--- src/rtl/etl_pkg.sv ---
`timescale 1ns / 1ps

package etl_pkg;

   // longest line the position and length counters are sized for
   localparam int MAX_LINE = 4096;

   localparam int POS_W = 12;
   localparam int LEN_W = 13;
   localparam int KIND_W = 4;
   localparam int STATUS_W = 2;

   // counters stop at these values on long lines
   localparam logic [POS_W-1:0] POS_CAP =
      POS_W'((MAX_LINE - 1) > 4095 ? 4095 : (MAX_LINE - 1));
   localparam logic [LEN_W-1:0] LEN_CAP =
      LEN_W'(MAX_LINE > 4096 ? 4096 : MAX_LINE);

   // result status codes
   localparam logic [STATUS_W-1:0] STATUS_TOKEN     = 2'd0;
   localparam logic [STATUS_W-1:0] STATUS_BAD_CHAR  = 2'd1;
   localparam logic [STATUS_W-1:0] STATUS_BAD_TOKEN = 2'd2;
   localparam logic [STATUS_W-1:0] STATUS_EOL_ONLY  = 2'd3;

   // token kind codes
   localparam logic [KIND_W-1:0] KIND_IDENT = 4'd0;
   localparam logic [KIND_W-1:0] KIND_INT   = 4'd1;
   localparam logic [KIND_W-1:0] KIND_FLOAT = 4'd2;
   localparam logic [KIND_W-1:0] KIND_COMMA = 4'd3;
   localparam logic [KIND_W-1:0] KIND_OPEN  = 4'd4;
   localparam logic [KIND_W-1:0] KIND_CLOSE = 4'd5;
   localparam logic [KIND_W-1:0] KIND_EQUAL = 4'd6;
   localparam logic [KIND_W-1:0] KIND_ADD   = 4'd7;
   localparam logic [KIND_W-1:0] KIND_SUB   = 4'd8;
   localparam logic [KIND_W-1:0] KIND_MUL   = 4'd9;
   localparam logic [KIND_W-1:0] KIND_DIV   = 4'd10;
   localparam logic [KIND_W-1:0] KIND_POW   = 4'd11;

   // queue between the front and the back
   localparam int QUEUE_DEPTH = 4;
   localparam int QPTR_W = $clog2(QUEUE_DEPTH);

   // one result item
   typedef struct packed {
      logic [STATUS_W-1:0] status;
      logic [KIND_W-1:0]   token_kind;
      logic [POS_W-1:0]    token_start;
      logic [LEN_W-1:0]    token_length;
      logic                last_of_line;
   } result_type;

   // all results of one input item: one or two
   typedef struct packed {
      logic       pair;
      result_type first;
      result_type second;
   } record_type;

endpackage

--- src/rtl/etl_front.sv ---
`timescale 1ns / 1ps

module etl_front (
   input  logic                clock,
   input  logic                reset,
   input  logic                accept,
   input  logic [7:0]          char_code,
   input  logic                line_end,
   output logic                rec_push,
   output etl_pkg::record_type rec_data
);
   import etl_pkg::*;

   typedef enum logic [3:0] {
      ST_ROOT, ST_IDENT, ST_INT, ST_DOT, ST_FLOAT,
      ST_COMMA, ST_OPEN, ST_CLOSE, ST_EQUAL, ST_ADD, ST_SUB, ST_MUL, ST_DIV, ST_POW
   } state_type;

   typedef enum logic [3:0] {
      CL_LETTER, CL_DIGIT, CL_DOT,
      CL_COMMA, CL_OPEN, CL_CLOSE, CL_EQUAL, CL_ADD, CL_SUB, CL_MUL, CL_DIV, CL_POW,
      CL_SPACE, CL_BAD
   } class_type;

   // sort one byte into its character class
   function automatic class_type classify(input logic [7:0] c);
      class_type cl;
      if ((c >= "A" && c <= "Z") || (c >= "a" && c <= "z") || c == "_") cl = CL_LETTER;
      else if (c >= "0" && c <= "9") cl = CL_DIGIT;
      else if (c == ".") cl = CL_DOT;
      else if (c == " ") cl = CL_SPACE;
      else if (c == ",") cl = CL_COMMA;
      else if (c == "(") cl = CL_OPEN;
      else if (c == ")") cl = CL_CLOSE;
      else if (c == "=") cl = CL_EQUAL;
      else if (c == "+") cl = CL_ADD;
      else if (c == "-") cl = CL_SUB;
      else if (c == "*") cl = CL_MUL;
      else if (c == "/") cl = CL_DIV;
      else if (c == "^") cl = CL_POW;
      else cl = CL_BAD;
      return cl;
   endfunction

   // token kind reported for a finished state
   function automatic logic [KIND_W-1:0] kind_of(input state_type st);
      logic [KIND_W-1:0] k;
      unique case (st)
         ST_IDENT: k = KIND_IDENT;
         ST_INT:   k = KIND_INT;
         ST_FLOAT: k = KIND_FLOAT;
         ST_COMMA: k = KIND_COMMA;
         ST_OPEN:  k = KIND_OPEN;
         ST_CLOSE: k = KIND_CLOSE;
         ST_EQUAL: k = KIND_EQUAL;
         ST_ADD:   k = KIND_ADD;
         ST_SUB:   k = KIND_SUB;
         ST_MUL:   k = KIND_MUL;
         ST_DIV:   k = KIND_DIV;
         ST_POW:   k = KIND_POW;
         default:  k = KIND_IDENT;
      endcase
      return k;
   endfunction

   state_type         state_ff, state_in;
   logic [POS_W-1:0]  pos_ff, pos_in;
   logic [POS_W-1:0]  start_ff, start_in;
   logic [LEN_W-1:0]  len_ff, len_in;
   logic              drop_ff, drop_in;

   class_type         cls;
   state_type         root_state;
   logic              root_err;
   logic              root_skip;
   logic              grows;
   state_type         grow_state;
   result_type        res [2];
   logic [1:0]        cnt;

   // decode of a byte seen between tokens
   always_comb begin
      cls = classify(char_code);
      root_err = 1'b0;
      root_skip = 1'b0;
      root_state = ST_ROOT;
      unique case (cls)
         CL_LETTER: root_state = ST_IDENT;
         CL_DIGIT:  root_state = ST_INT;
         CL_COMMA:  root_state = ST_COMMA;
         CL_OPEN:   root_state = ST_OPEN;
         CL_CLOSE:  root_state = ST_CLOSE;
         CL_EQUAL:  root_state = ST_EQUAL;
         CL_ADD:    root_state = ST_ADD;
         CL_SUB:    root_state = ST_SUB;
         CL_MUL:    root_state = ST_MUL;
         CL_DIV:    root_state = ST_DIV;
         CL_POW:    root_state = ST_POW;
         CL_SPACE:  root_skip = 1'b1;
         default:   root_err = 1'b1;
      endcase
   end

   // can the byte extend the current token
   always_comb begin
      grows = 1'b0;
      grow_state = state_ff;
      unique case (state_ff)
         ST_IDENT: begin
            if (cls == CL_LETTER || cls == CL_DIGIT) begin
               grows = 1'b1;
               grow_state = ST_IDENT;
            end
         end
         ST_INT: begin
            if (cls == CL_DIGIT) begin
               grows = 1'b1;
               grow_state = ST_INT;
            end else if (cls == CL_DOT) begin
               grows = 1'b1;
               grow_state = ST_DOT;
            end
         end
         ST_DOT, ST_FLOAT: begin
            if (cls == CL_DIGIT) begin
               grows = 1'b1;
               grow_state = ST_FLOAT;
            end
         end
         default: grows = 1'b0;
      endcase
   end

   // one automaton step, collecting up to two results
   always_comb begin
      state_in = state_ff;
      pos_in = pos_ff;
      start_in = start_ff;
      len_in = len_ff;
      drop_in = drop_ff;
      res[0] = '0;
      res[1] = '0;
      cnt = 2'd0;
      if (accept) begin
         if (!drop_ff) begin
            if (state_ff != ST_ROOT) begin
               if (grows) begin
                  state_in = grow_state;
                  if (len_ff < LEN_CAP) len_in = len_ff + 1'b1;
               end else begin
                  // close the pending token, a dangling dot is an error
                  res[0].status = (state_ff == ST_DOT) ? STATUS_BAD_TOKEN : STATUS_TOKEN;
                  res[0].token_kind = kind_of(state_ff);
                  res[0].token_start = start_ff;
                  res[0].token_length = len_ff;
                  cnt = 2'd1;
                  state_in = ST_ROOT;
                  if (state_ff == ST_DOT) drop_in = 1'b1;
               end
            end
            if (state_ff == ST_ROOT || (!grows && state_ff != ST_DOT)) begin
               if (root_err) begin
                  res[cnt[0]].status = STATUS_BAD_CHAR;
                  res[cnt[0]].token_kind = KIND_IDENT;
                  res[cnt[0]].token_start = pos_ff;
                  res[cnt[0]].token_length = LEN_W'(1);
                  cnt = cnt + 2'd1;
                  drop_in = 1'b1;
               end else if (!root_skip) begin
                  state_in = root_state;
                  start_in = pos_ff;
                  len_in = LEN_W'(1);
               end
            end
            if (pos_ff < POS_CAP) pos_in = pos_ff + 1'b1;
            if (drop_in) state_in = ST_ROOT;
         end
         if (line_end) begin
            // close the line with exactly one last result
            if (state_in != ST_ROOT) begin
               res[cnt[0]].status =
                  (state_in == ST_DOT) ? STATUS_BAD_TOKEN : STATUS_TOKEN;
               res[cnt[0]].token_kind = kind_of(state_in);
               res[cnt[0]].token_start = start_in;
               res[cnt[0]].token_length = len_in;
               res[cnt[0]].last_of_line = 1'b1;
               cnt = cnt + 2'd1;
            end else if (cnt == 2'd1) begin
               res[0].last_of_line = 1'b1;
            end else if (cnt == 2'd2) begin
               res[1].last_of_line = 1'b1;
            end else begin
               res[0].status = STATUS_EOL_ONLY;
               res[0].last_of_line = 1'b1;
               cnt = 2'd1;
            end
            state_in = ST_ROOT;
            pos_in = '0;
            start_in = '0;
            len_in = '0;
            drop_in = 1'b0;
         end
      end
   end

   assign rec_push = (cnt != 2'd0);
   assign rec_data.pair = cnt[1];
   assign rec_data.first = res[0];
   assign rec_data.second = res[1];

   // automaton state
   always_ff @(posedge clock) begin
      if (reset) begin
         state_ff <= ST_ROOT;
         pos_ff <= '0;
         start_ff <= '0;
         len_ff <= '0;
         drop_ff <= 1'b0;
      end else begin
         state_ff <= state_in;
         pos_ff <= pos_in;
         start_ff <= start_in;
         len_ff <= len_in;
         drop_ff <= drop_in;
      end
   end

endmodule

--- src/rtl/etl_queue.sv ---
`timescale 1ns / 1ps

module etl_queue (
   input  logic                clock,
   input  logic                reset,
   input  logic                wr_en,
   input  etl_pkg::record_type wr_data,
   output logic                full,
   input  logic                rd_en,
   output logic                rd_valid,
   output etl_pkg::record_type rd_data
);
   import etl_pkg::*;

   record_type           mem [QUEUE_DEPTH];
   logic [QPTR_W-1:0]    wr_ptr_ff, wr_ptr_in;
   logic [QPTR_W-1:0]    rd_ptr_ff, rd_ptr_in;
   logic [QPTR_W:0]      count_ff, count_in;
   logic                 do_wr;
   logic                 do_rd;

   assign full = (count_ff == (QPTR_W + 1)'(QUEUE_DEPTH));
   assign rd_valid = (count_ff != '0);
   assign rd_data = mem[rd_ptr_ff];
   assign do_wr = wr_en && !full;
   assign do_rd = rd_en && rd_valid;

   // pointer and fill count update
   always_comb begin
      wr_ptr_in = do_wr ? wr_ptr_ff + 1'b1 : wr_ptr_ff;
      rd_ptr_in = do_rd ? rd_ptr_ff + 1'b1 : rd_ptr_ff;
      count_in = count_ff;
      if (do_wr && !do_rd) count_in = count_ff + 1'b1;
      else if (!do_wr && do_rd) count_in = count_ff - 1'b1;
   end

   always_ff @(posedge clock) begin
      if (reset) begin
         wr_ptr_ff <= '0;
         rd_ptr_ff <= '0;
         count_ff <= '0;
      end else begin
         wr_ptr_ff <= wr_ptr_in;
         rd_ptr_ff <= rd_ptr_in;
         count_ff <= count_in;
      end
   end

   // entry storage
   always_ff @(posedge clock) begin
      if (do_wr) mem[wr_ptr_ff] <= wr_data;
   end

endmodule

--- src/rtl/etl_back.sv ---
`timescale 1ns / 1ps

module etl_back (
   input  logic                clock,
   input  logic                reset,
   input  logic                rec_valid,
   input  etl_pkg::record_type rec_data,
   output logic                rec_take,
   input  logic                out_pop,
   output logic                out_empty,
   output etl_pkg::result_type out_data
);
   import etl_pkg::*;

   record_type hold_ff, hold_in;
   logic       valid_ff, valid_in;
   logic       phase_ff, phase_in;
   logic       popped;
   logic       done;

   assign out_empty = !valid_ff;
   assign out_data = phase_ff ? hold_ff.second : hold_ff.first;
   assign popped = out_pop && valid_ff;
   assign done = popped && (!hold_ff.pair || phase_ff);
   assign rec_take = rec_valid && (!valid_ff || done);

   // step through the one or two results of the held record
   always_comb begin
      hold_in = hold_ff;
      valid_in = valid_ff;
      phase_in = phase_ff;
      if (rec_take) begin
         hold_in = rec_data;
         valid_in = 1'b1;
         phase_in = 1'b0;
      end else if (done) begin
         valid_in = 1'b0;
         phase_in = 1'b0;
      end else if (popped) begin
         phase_in = 1'b1;
      end
   end

   always_ff @(posedge clock) begin
      if (reset) begin
         valid_ff <= 1'b0;
         phase_ff <= 1'b0;
      end else begin
         valid_ff <= valid_in;
         phase_ff <= phase_in;
      end
   end

   always_ff @(posedge clock) begin
      hold_ff <= hold_in;
   end

endmodule

--- src/rtl/expression_token_lexer_top.sv ---
`timescale 1ns / 1ps
// channel  | ports                                            | handshake
// ---------+--------------------------------------------------+---------------------------
// request  | req_char_code, req_line_end                      | push / full
// response | rsp_status, rsp_token_kind, rsp_token_start,     | empty / pop
//          | rsp_token_length, rsp_last_of_line               |
//
// one character is taken per cycle while full is low; the automaton step finishes in the cycle it is taken
// each character yields zero, one or two items, held in a four-entry record queue
// the back end delivers one item per cycle while pop is high, so a run of two-item characters fills the queue
// full rises only when the record queue is full; results wait in the back end's register
// reset is synchronous and clears the automaton, the queue and the output stage

module expression_token_lexer_top (
   input  logic                           clock,
   input  logic                           reset,
   input  logic                           push,
   output logic                           full,
   input  logic [7:0]                     req_char_code,
   input  logic                           req_line_end,
   output logic                           empty,
   input  logic                           pop,
   output logic [etl_pkg::STATUS_W-1:0]   rsp_status,
   output logic [etl_pkg::KIND_W-1:0]     rsp_token_kind,
   output logic [etl_pkg::POS_W-1:0]      rsp_token_start,
   output logic [etl_pkg::LEN_W-1:0]      rsp_token_length,
   output logic                           rsp_last_of_line
);
   import etl_pkg::*;

   logic       accept;
   logic       rec_push;
   record_type rec_in;
   logic       q_valid;
   record_type q_data;
   logic       q_take;
   result_type out_data;

   assign accept = push && !full;

   // front: classify and step the automaton
   etl_front u_front (
      .clock     (clock),
      .reset     (reset),
      .accept    (accept),
      .char_code (req_char_code),
      .line_end  (req_line_end),
      .rec_push  (rec_push),
      .rec_data  (rec_in)
   );

   // record queue between front and back
   etl_queue u_queue (
      .clock    (clock),
      .reset    (reset),
      .wr_en    (rec_push),
      .wr_data  (rec_in),
      .full     (full),
      .rd_en    (q_take),
      .rd_valid (q_valid),
      .rd_data  (q_data)
   );

   // back: deliver results one item at a time
   etl_back u_back (
      .clock     (clock),
      .reset     (reset),
      .rec_valid (q_valid),
      .rec_data  (q_data),
      .rec_take  (q_take),
      .out_pop   (pop),
      .out_empty (empty),
      .out_data  (out_data)
   );

   assign rsp_status = out_data.status;
   assign rsp_token_kind = out_data.token_kind;
   assign rsp_token_start = out_data.token_start;
   assign rsp_token_length = out_data.token_length;
   assign rsp_last_of_line = out_data.last_of_line;

endmodule

--- config.mk ---
export PLATFORM = sky130hd
export DESIGN_NAME = expression_token_lexer_top
export DESIGN_NICKNAME = d
export VERILOG_FILES = /design/src/rtl/etl_pkg.sv /design/src/rtl/etl_front.sv /design/src/rtl/etl_queue.sv /design/src/rtl/etl_back.sv /design/src/rtl/expression_token_lexer_top.sv
export SDC_FILE = /design/constraint.sdc
export NUM_CORES = 1
export LEC_CHECK = 0
export ABC_CLOCK_PERIOD_IN_PS = 7600
export BUFFER_PORTS_ARGS = -buffer_cell sky130_fd_sc_hd__buf_2
export CAP_MARGIN = 20
export CORE_MARGIN = 3
export CORE_UTILIZATION = 40
export DETAILED_ROUTE_END_ITERATION = 8
export GPL_ROUTABILITY_DRIVEN = 0
export PLACE_DENSITY_LB_ADDON = 0.2
export SKIP_LAST_GASP = 1
export SYNTH_ARGS = -nofsm -noshare
export SYNTH_HDL_FRONTEND = slang
export SYNTH_SLANG_ARGS = --single-unit
--- constraint.sdc ---
create_clock -name clock -period 7.6 [get_ports clock]
set_input_delay 0 -clock clock [delete_from_list [all_inputs] [get_ports clock]]
set_output_delay 0 -clock clock [all_outputs]
set_load 0.01 [all_outputs]
# Word-level counts from Yosys, hierarchy flattened
# Memory sizes are Yosys's and may differ from the RTL's. A register that Yosys moved wholly into a read port is not among the register bits.
# Index checks and enable logic that the tools add are counted.
word_totals:
  register_bits: 51
  latch_bits: 0
  ram_bits: 260
  mem_bits_ro: 128
  inputBits: 13
  output_inout_bits: 34
  memories: 3
mem_list:
  columns: ["name", "words", "word_bits", "rd", "rd_ports_with_merged_regs", "wr", "line_no", "text"]
  rows:
  - ["u_queue.mem", 4, 65, 1, 1, 1, "etl_queue.sv:15", "record_type mem [QUEUE_DEPTH];"]
  - ["(no name shown)", 16, 4, 1, 1, 0, "etl_front.sv:48", "unique case (st)"]
  - ["(no name shown)", 16, 4, 1, 0, 0, "etl_front.sv:48", null]
classes:
  n_addsub: 8
  n_mul: 0
  n_div: 0
  order_cmp: 12
  eq_ne: 34
  n_shift: 0
  n_mux: 136
  bitwise: 2
  n_reduce_logical: 39
op_table:
  columns: ["op", "count"]
  rows:
  - ["bitwise mux 64 bit", 9]
  - ["2-to-1 mux 64 bit", 6]
  - ["demux 32 bit (select 1 bit)", 9]
  - ["2-to-1 mux 31 bit", 5]
  - ["2-to-1 mux 4 bit", 30]
  - ["2-to-1 mux 13 bit", 9]
  - ["2-to-1 mux 12 bit", 9]
  - ["2-to-1 mux 32 bit", 3]
  - ["== test 8 x 6 -> 1 bit, second input constant", 10]
  - ["2-to-1 mux 30 bit", 2]
  - ["2-to-1 mux 26 bit", 2]
  - ["case mux 4 bit (11 select lines)", 1]
  - ["2-to-1 mux 2 bit", 17]
  - ["2-to-1 mux 29 bit", 1]
  - ["2-to-1 mux 14 bit", 2]
  - ["2-to-1 mux 1 bit", 26]
  - ["== test 4 x 2 -> 1 bit, second input constant", 5]
  - ["== test 4 x 3 -> 1 bit, second input constant", 5]
  - ["== test 4 bit, second input constant", 5]
  - ["== test 8 x 7 -> 1 bit, second input constant", 2]
  - ["greater-or-equal comparator 8 x 7 -> 1 bit, second input constant", 2]
  - ["<= comparator 8 x 7 -> 1 bit, second input constant", 2]
  - ["logical AND 1 bit", 14]
  - ["adder 13 x 1 -> 13 bit, second input constant", 1]
  - ["other kinds (30)", 54]

# Longest topological paths before layout
logic_depth:
  word_depth: 43
  depth_mapped: 21
  depth_no_buf: 20

# Cells and area by module
# A second synthesis with hierarchy kept.
unflattened:
  cells_unflattened: 1059
  hier_area_um2: 16564.6
by_module_without_submodules:
  columns: ["module", "instances", "cells_per_inst", "area_each_um2"]
  rows:
  - ["etl_queue", 1, 387, 9888.2]
  - ["etl_front", 1, 559, 4061.4]
  - ["etl_back", 1, 112, 2601.2]
  - ["expression_token_lexer_top", 1, 1, 13.8]

# Least setup slack after synthesis
# No wires, ideal clock.
synth_timing:
  kind: "reg-to-reg"
  start: "register u_front.state_ff[0]"
  end: "memory u_queue.mem[0][0] in the netlist's numbering (enable)"
  setup_time_ns: 0.496
  t_arrival_ns: 5.645
  setup_slack_ns: 1.459
  stages_incl_launch_ff: 15
  n_path_buf: 0
  period_less_slack_ns: 6.141
  cell_sequence: "dfxtp_1 -> or4b_1 -> nor3_2 -> a211oi_1 -> o21ai_0 -> inv_1 -> ha_1 -> nor2_1 -> nor3_1 -> inv_1 -> nand2_1 -> a31oi_4 -> a311o_1 -> a22oi_4 -> nor2b_1"
synth_between:
  elab_chain_len: 22
  elab_cells_between_ends: 54
  classes_between: "2 x add/sub; 7 x eq/ne; 36 x mux; 9 x reduce/logical"
synth_rtl:
  columns: ["element", "line_no", "text"]
  rows:
  - ["start: declaration", "etl_front.sv:66", "state_type state_ff, state_in;"]
  - ["start signal: assignment", "etl_front.sv:220", "state_ff <= state_in;"]
  - ["== test 4 x 3 -> 1 bit / == test 4 x 2 -> 1 bit (equally long branches)", "etl_front.sv:108, etl_front.sv:158", null]
  - ["OR reduction 2 bit", "etl_front.sv:108", "unique case (state_ff)"]
  - ["case mux 1 bit (3 select lines)", "etl_front.sv:108", null]
  - ["2-to-1 mux 1 bit", "etl_front.sv:147", "if (grows) begin"]
  - ["2-to-1 mux 2 bit", "etl_front.sv:146", "if (state_ff != ST_ROOT) begin"]
  - ["2-to-1 mux 2 bit", "etl_front.sv:145", "if (!drop_ff) begin"]
  - ["2-to-1 mux 2 bit", "etl_front.sv:144", "if (accept) begin"]
  - ["adder 2 x 1 -> 2 bit", "etl_front.sv:167", "cnt = cnt + 2'd1;"]
  - ["(+6 left out)", null, null]
  - ["2-to-1 mux 2 bit", "etl_front.sv:188", "end else if (cnt == 2'd1) begin"]
  - ["2-to-1 mux 2 bit", "etl_front.sv:180", "if (state_in != ST_ROOT) begin"]
  - ["2-to-1 mux 2 bit *", "etl_front.sv:178", "if (line_end) begin"]
  - ["2-to-1 mux 2 bit *", "etl_front.sv:144", null]
  - ["nonzero test 2 bit *", "etl_front.sv:206", "assign rec_push = (cnt != 2'd0);"]
  - ["logical AND 1 bit *", "etl_queue.sv:25", "assign do_wr = wr_en && !full;"]
  - ["2-to-1 mux 1 bit *", "etl_queue.sv:51", "if (do_wr) mem[wr_ptr_ff] <= wr_data;"]
  - ["2-to-1 mux 1 bit (not written as such) *", "etl_queue.sv:51", null]
  - ["end: declaration", "etl_queue.sv:15", null]
# Every way passes the cells marked *; elsewhere a longest branch is shown, timed or not. The select of a mux whose other input is x is not followed.

# Final worst setup path
layout_timing:
  start: "register u_front.state_ff[1]"
  end: "memory u_queue.mem[0][45] in the netlist's numbering (enable)"
# The elaborated chain is that of the path after synthesis.

==> impl_metrics.csv <==
group,metric,value,unit
outcome,status,"finished, final reports clean",
layout,layout-drive-gt1-share,0.216,
critical_path,cp-end-kind,"register",
power,power_density,316,nW/um^2
yosys,synth_cells,1047,
layout,num_antenna_cells,0,
sta,relSlewSlack,0.283,
job,cap_viol_max_count,0,
placement,dpl_cell_area,17100,um^2
clocking,cts_max_path_buffers,3,
floorplan,core_area,39900,um^2
clocking,ctsResizeCount,0,
sta,tns,0,ps
sta,fin_ws,2330,ps
grt,grt_pass1_wl,52800,um
sta,min_period_over_period,0.693,
yosys,ys.flop_type,"edfxtp_1",
critical_path,path_cells,"or4b_1 -> nor3_2 -> a211oi_1 -> o21ai_0 -> inv_1 -> ha_1 -> nor2_1 -> nor3_1 -> inv_1 -> nand2_1 -> a31oi_4 -> a311o_1 -> a22oi_4 -> nor2b_4 -> buf_4",
sta,skew,26.6,ps
critical_path,worstSetupPathType,"reg2reg",
grt,grt_usage,0.155,
yosys,syn_avg_cell_area,15.5,um^2
critical_path,cp.required,7740,ps
floorplan,initial_utilization,0.406,
yosys,synthArstFlopShare,0,
yosys,ys_seq_area_frac,0.670,
yosys,synth_cell_type_count,81,
sta,rsz0062_at_grt,"false",
floorplan,fp.dieArea,43000,um^2
placement,io_buffer_count,46,
sta,max_freq,190,MHz
floorplan,die_w,207,um
sta,worst_pin_slew,1070,ps
power,p_leak,6.44,nW
min_path,hold_path.class,"in2reg",
critical_path,cpMaxStageDelayCell,"buf_4",
placement,dp_hpwl,21000,um
placement,pre_cts_slack,2300,ps
floorplan,die_h,207,um
clocking,cts_made_buffers,39,
yosys,yosysMostFrequentCell,"edfxtp_1",
sta,hold_viol,0,
routing,drt-total-wl,33600,um
layout,finalInstanceArea,18500,um^2
placement,dp_cells,1621,
layout,area_growth,13.9,%
yosys,synth_area_leaders,"edfxtp_1, mux4_2, dfxtp_1",
routing,ant_nets,0,
clocking,cts-root-buf,"clkbuf_16",
floorplan,ioPinCount,47,
clocking,cts.sinks,380,
layout,finalNonFillerCells,1694,
yosys,netlist_area,16200,um^2
yosys,synth_top_area_cell,"edfxtp_1",
yosys,ys_seq_elements,380,
yosys,synth_common_cells,"edfxtp_1, nor2_1, mux4_2, dfxtp_1, a21oi_1",
routing,wire_per_inst,19.8,um
routing,vias,8891,
critical_path,crit_path_frequent_cell,"inv_1",
layout,nFillCells,3480,
yosys,synth_edf_count,325,
floorplan,fp-row-count,73,
grt,overflow,0,
yosys,yosysWarnings,0,
layout,nets,1170,
grt,antenna_found_initial,0,
grt,grt_pass1_vias,9051,
yosys,synth.top_cell.area_share,0.602,
sta,setup_viol,0,
grt,grt_max_degree,68,
routing,initialDrtViolationCount,726,
layout,regArea,10900,um^2
routing,drc,0,
clocking,path_clk_slew,60,ps
routing,dr.pass1.iters,6,
layout,multi_input_area,5170,um^2
critical_path,crit_fanout,45,
routing,routed_via_density,5.25,
critical_path,slowest_delay,690,ps
critical_path,critPathLaunchType,"register",
clocking,tritoncts,"yes",
sta,slew_violations,0,
power,peakVddDrop,0.166,mV
critical_path,worst-endpoint-arrival,5410,ps
clocking,worstSkewPairLatency,530,ps
sta,fin_crit,5270,ps
clocking,htreeDepth,2,
==> cells by family after synthesis <==
logic type / share of synthesized area
buffers and inverters: 0.0260
AOI/OAI and AO/OA: 0.0718
DFF: 0.670
and+or+nand+nor: 0.0895
muxes: 0.121
adders and majority gates: 0.0151
xor gates and xnor gates: 0.00648
other: 0.000231
==> metal layers <==
layer  track usage  routed length (um)
met1         0.219               15600
met2         0.259               16400
met4        0.0335                 499
met5             0                   0
met3        0.0227                1120
==> metrics by stage <==
stage / hold slack, ps / total power (W) / utilization
after floorplan: 209 / 0.00359 / -
after global placement: 479 / 0.00396 / 0.429
after detailed placement: 491 / 0.00398 / 0.429
after CTS: 17.1 / 0.00594 / 0.463
after global routing: 67.7 / 0.00612 / 0.463
final: 42.1 / 0.00584 / 0.463
==> area by class of cell <==
type / instances / area share
well taps: 525 / 0.0356
clock buffers: 53 / 0.0585
multi-input cells: 631 / 0.280
flip-flops and latches: 380 / 0.588
clock inverters: 19 / 0.0133
repair buffers: 62 / 0.0191
inverters: 24 / 0.00488
==> timing repair <==
action                                 4_1_cts  5_1_grt
setup buffers                                0        0
endpoints found under the hold margin        1        0
hold buffers                                 1        0
==> cell usage in the layout (no fill, tap or decap), types with 16 or more instances in the layout <==
cell / Yosys / routed
and2_1: 20 / 20
mux4_2: 65 / 65
a22oi_1: 19 / 19
conb_1: 1 / 52
nor3_1: 31 / 30
clkbuf_16: 0 / 41
edfxtp_1: 325 / 325
a22o_1: 16 / 16
mux2_2: 38 / 38
dfxtp_1: 55 / 52
nor2_1: 81 / 81
nand3_1: 18 / 18
inv_1: 23 / 23
ha_1: 18 / 18
buf_2: 9 / 46
o21ai_0: 35 / 35
a21oi_1: 40 / 39
nand2_1: 36 / 36
==> path summary, 6_finish.rpt <==
check | from | slack (ps) | end | cells after the start
worst min register to register | u_front.len_ff[11]$_SDFFE_PP0P_ | 510 | u_front.len_ff[11]$_SDFFE_PP0P_ | 2
worst min-delay path | req_line_end | 40 | u_front.pos_ff[1]$_SDFFE_PP0P_ | 4
worst max-delay path | u_front.state_ff[1]$_SDFFE_PP0P_ | 2330 | u_queue.mem[0][45]$_DFFE_PP_ | 15
worst max register to register | u_front.state_ff[1]$_SDFFE_PP0P_ | 2330 | u_queue.mem[0][45]$_DFFE_PP_ | 15
==> critical path, delay by kind of cell (launching register included) <==
| family | cells | cell delay, ps |
|---|---|---|
| DFF | 1 | 550 |
| AOI/OAI and AO/OA | 5 | 1330 |
| and+or+nand+nor | 6 | 1720 |
| adders and majority gates | 1 | 290 |
| buffers and inverters | 3 | 1000 |
==> registers in the layout, summed over array words and instances (netlist names), named ones only <==
name / cells
u_back.hold_ff: 65
u_back.phase_ff: 1
u_back.valid_ff: 1
u_front.drop_ff: 1
u_front.len_ff: 13
u_front.pos_ff: 12
u_front.start_ff: 12
u_front.state_ff: 4
u_queue.count_ff: 3
u_queue.mem: 260
u_queue.rd_ptr_ff: 2
u_queue.wr_ptr_ff: 2
==> report_power, final <==
group	switching (W)	internal (W)
clock	0.000778	0.00118
sequential	0.000116	0.00268
combinational	0.000623	0.000464
total	0.00152	0.00433
(Power assumes the default switching activity.)
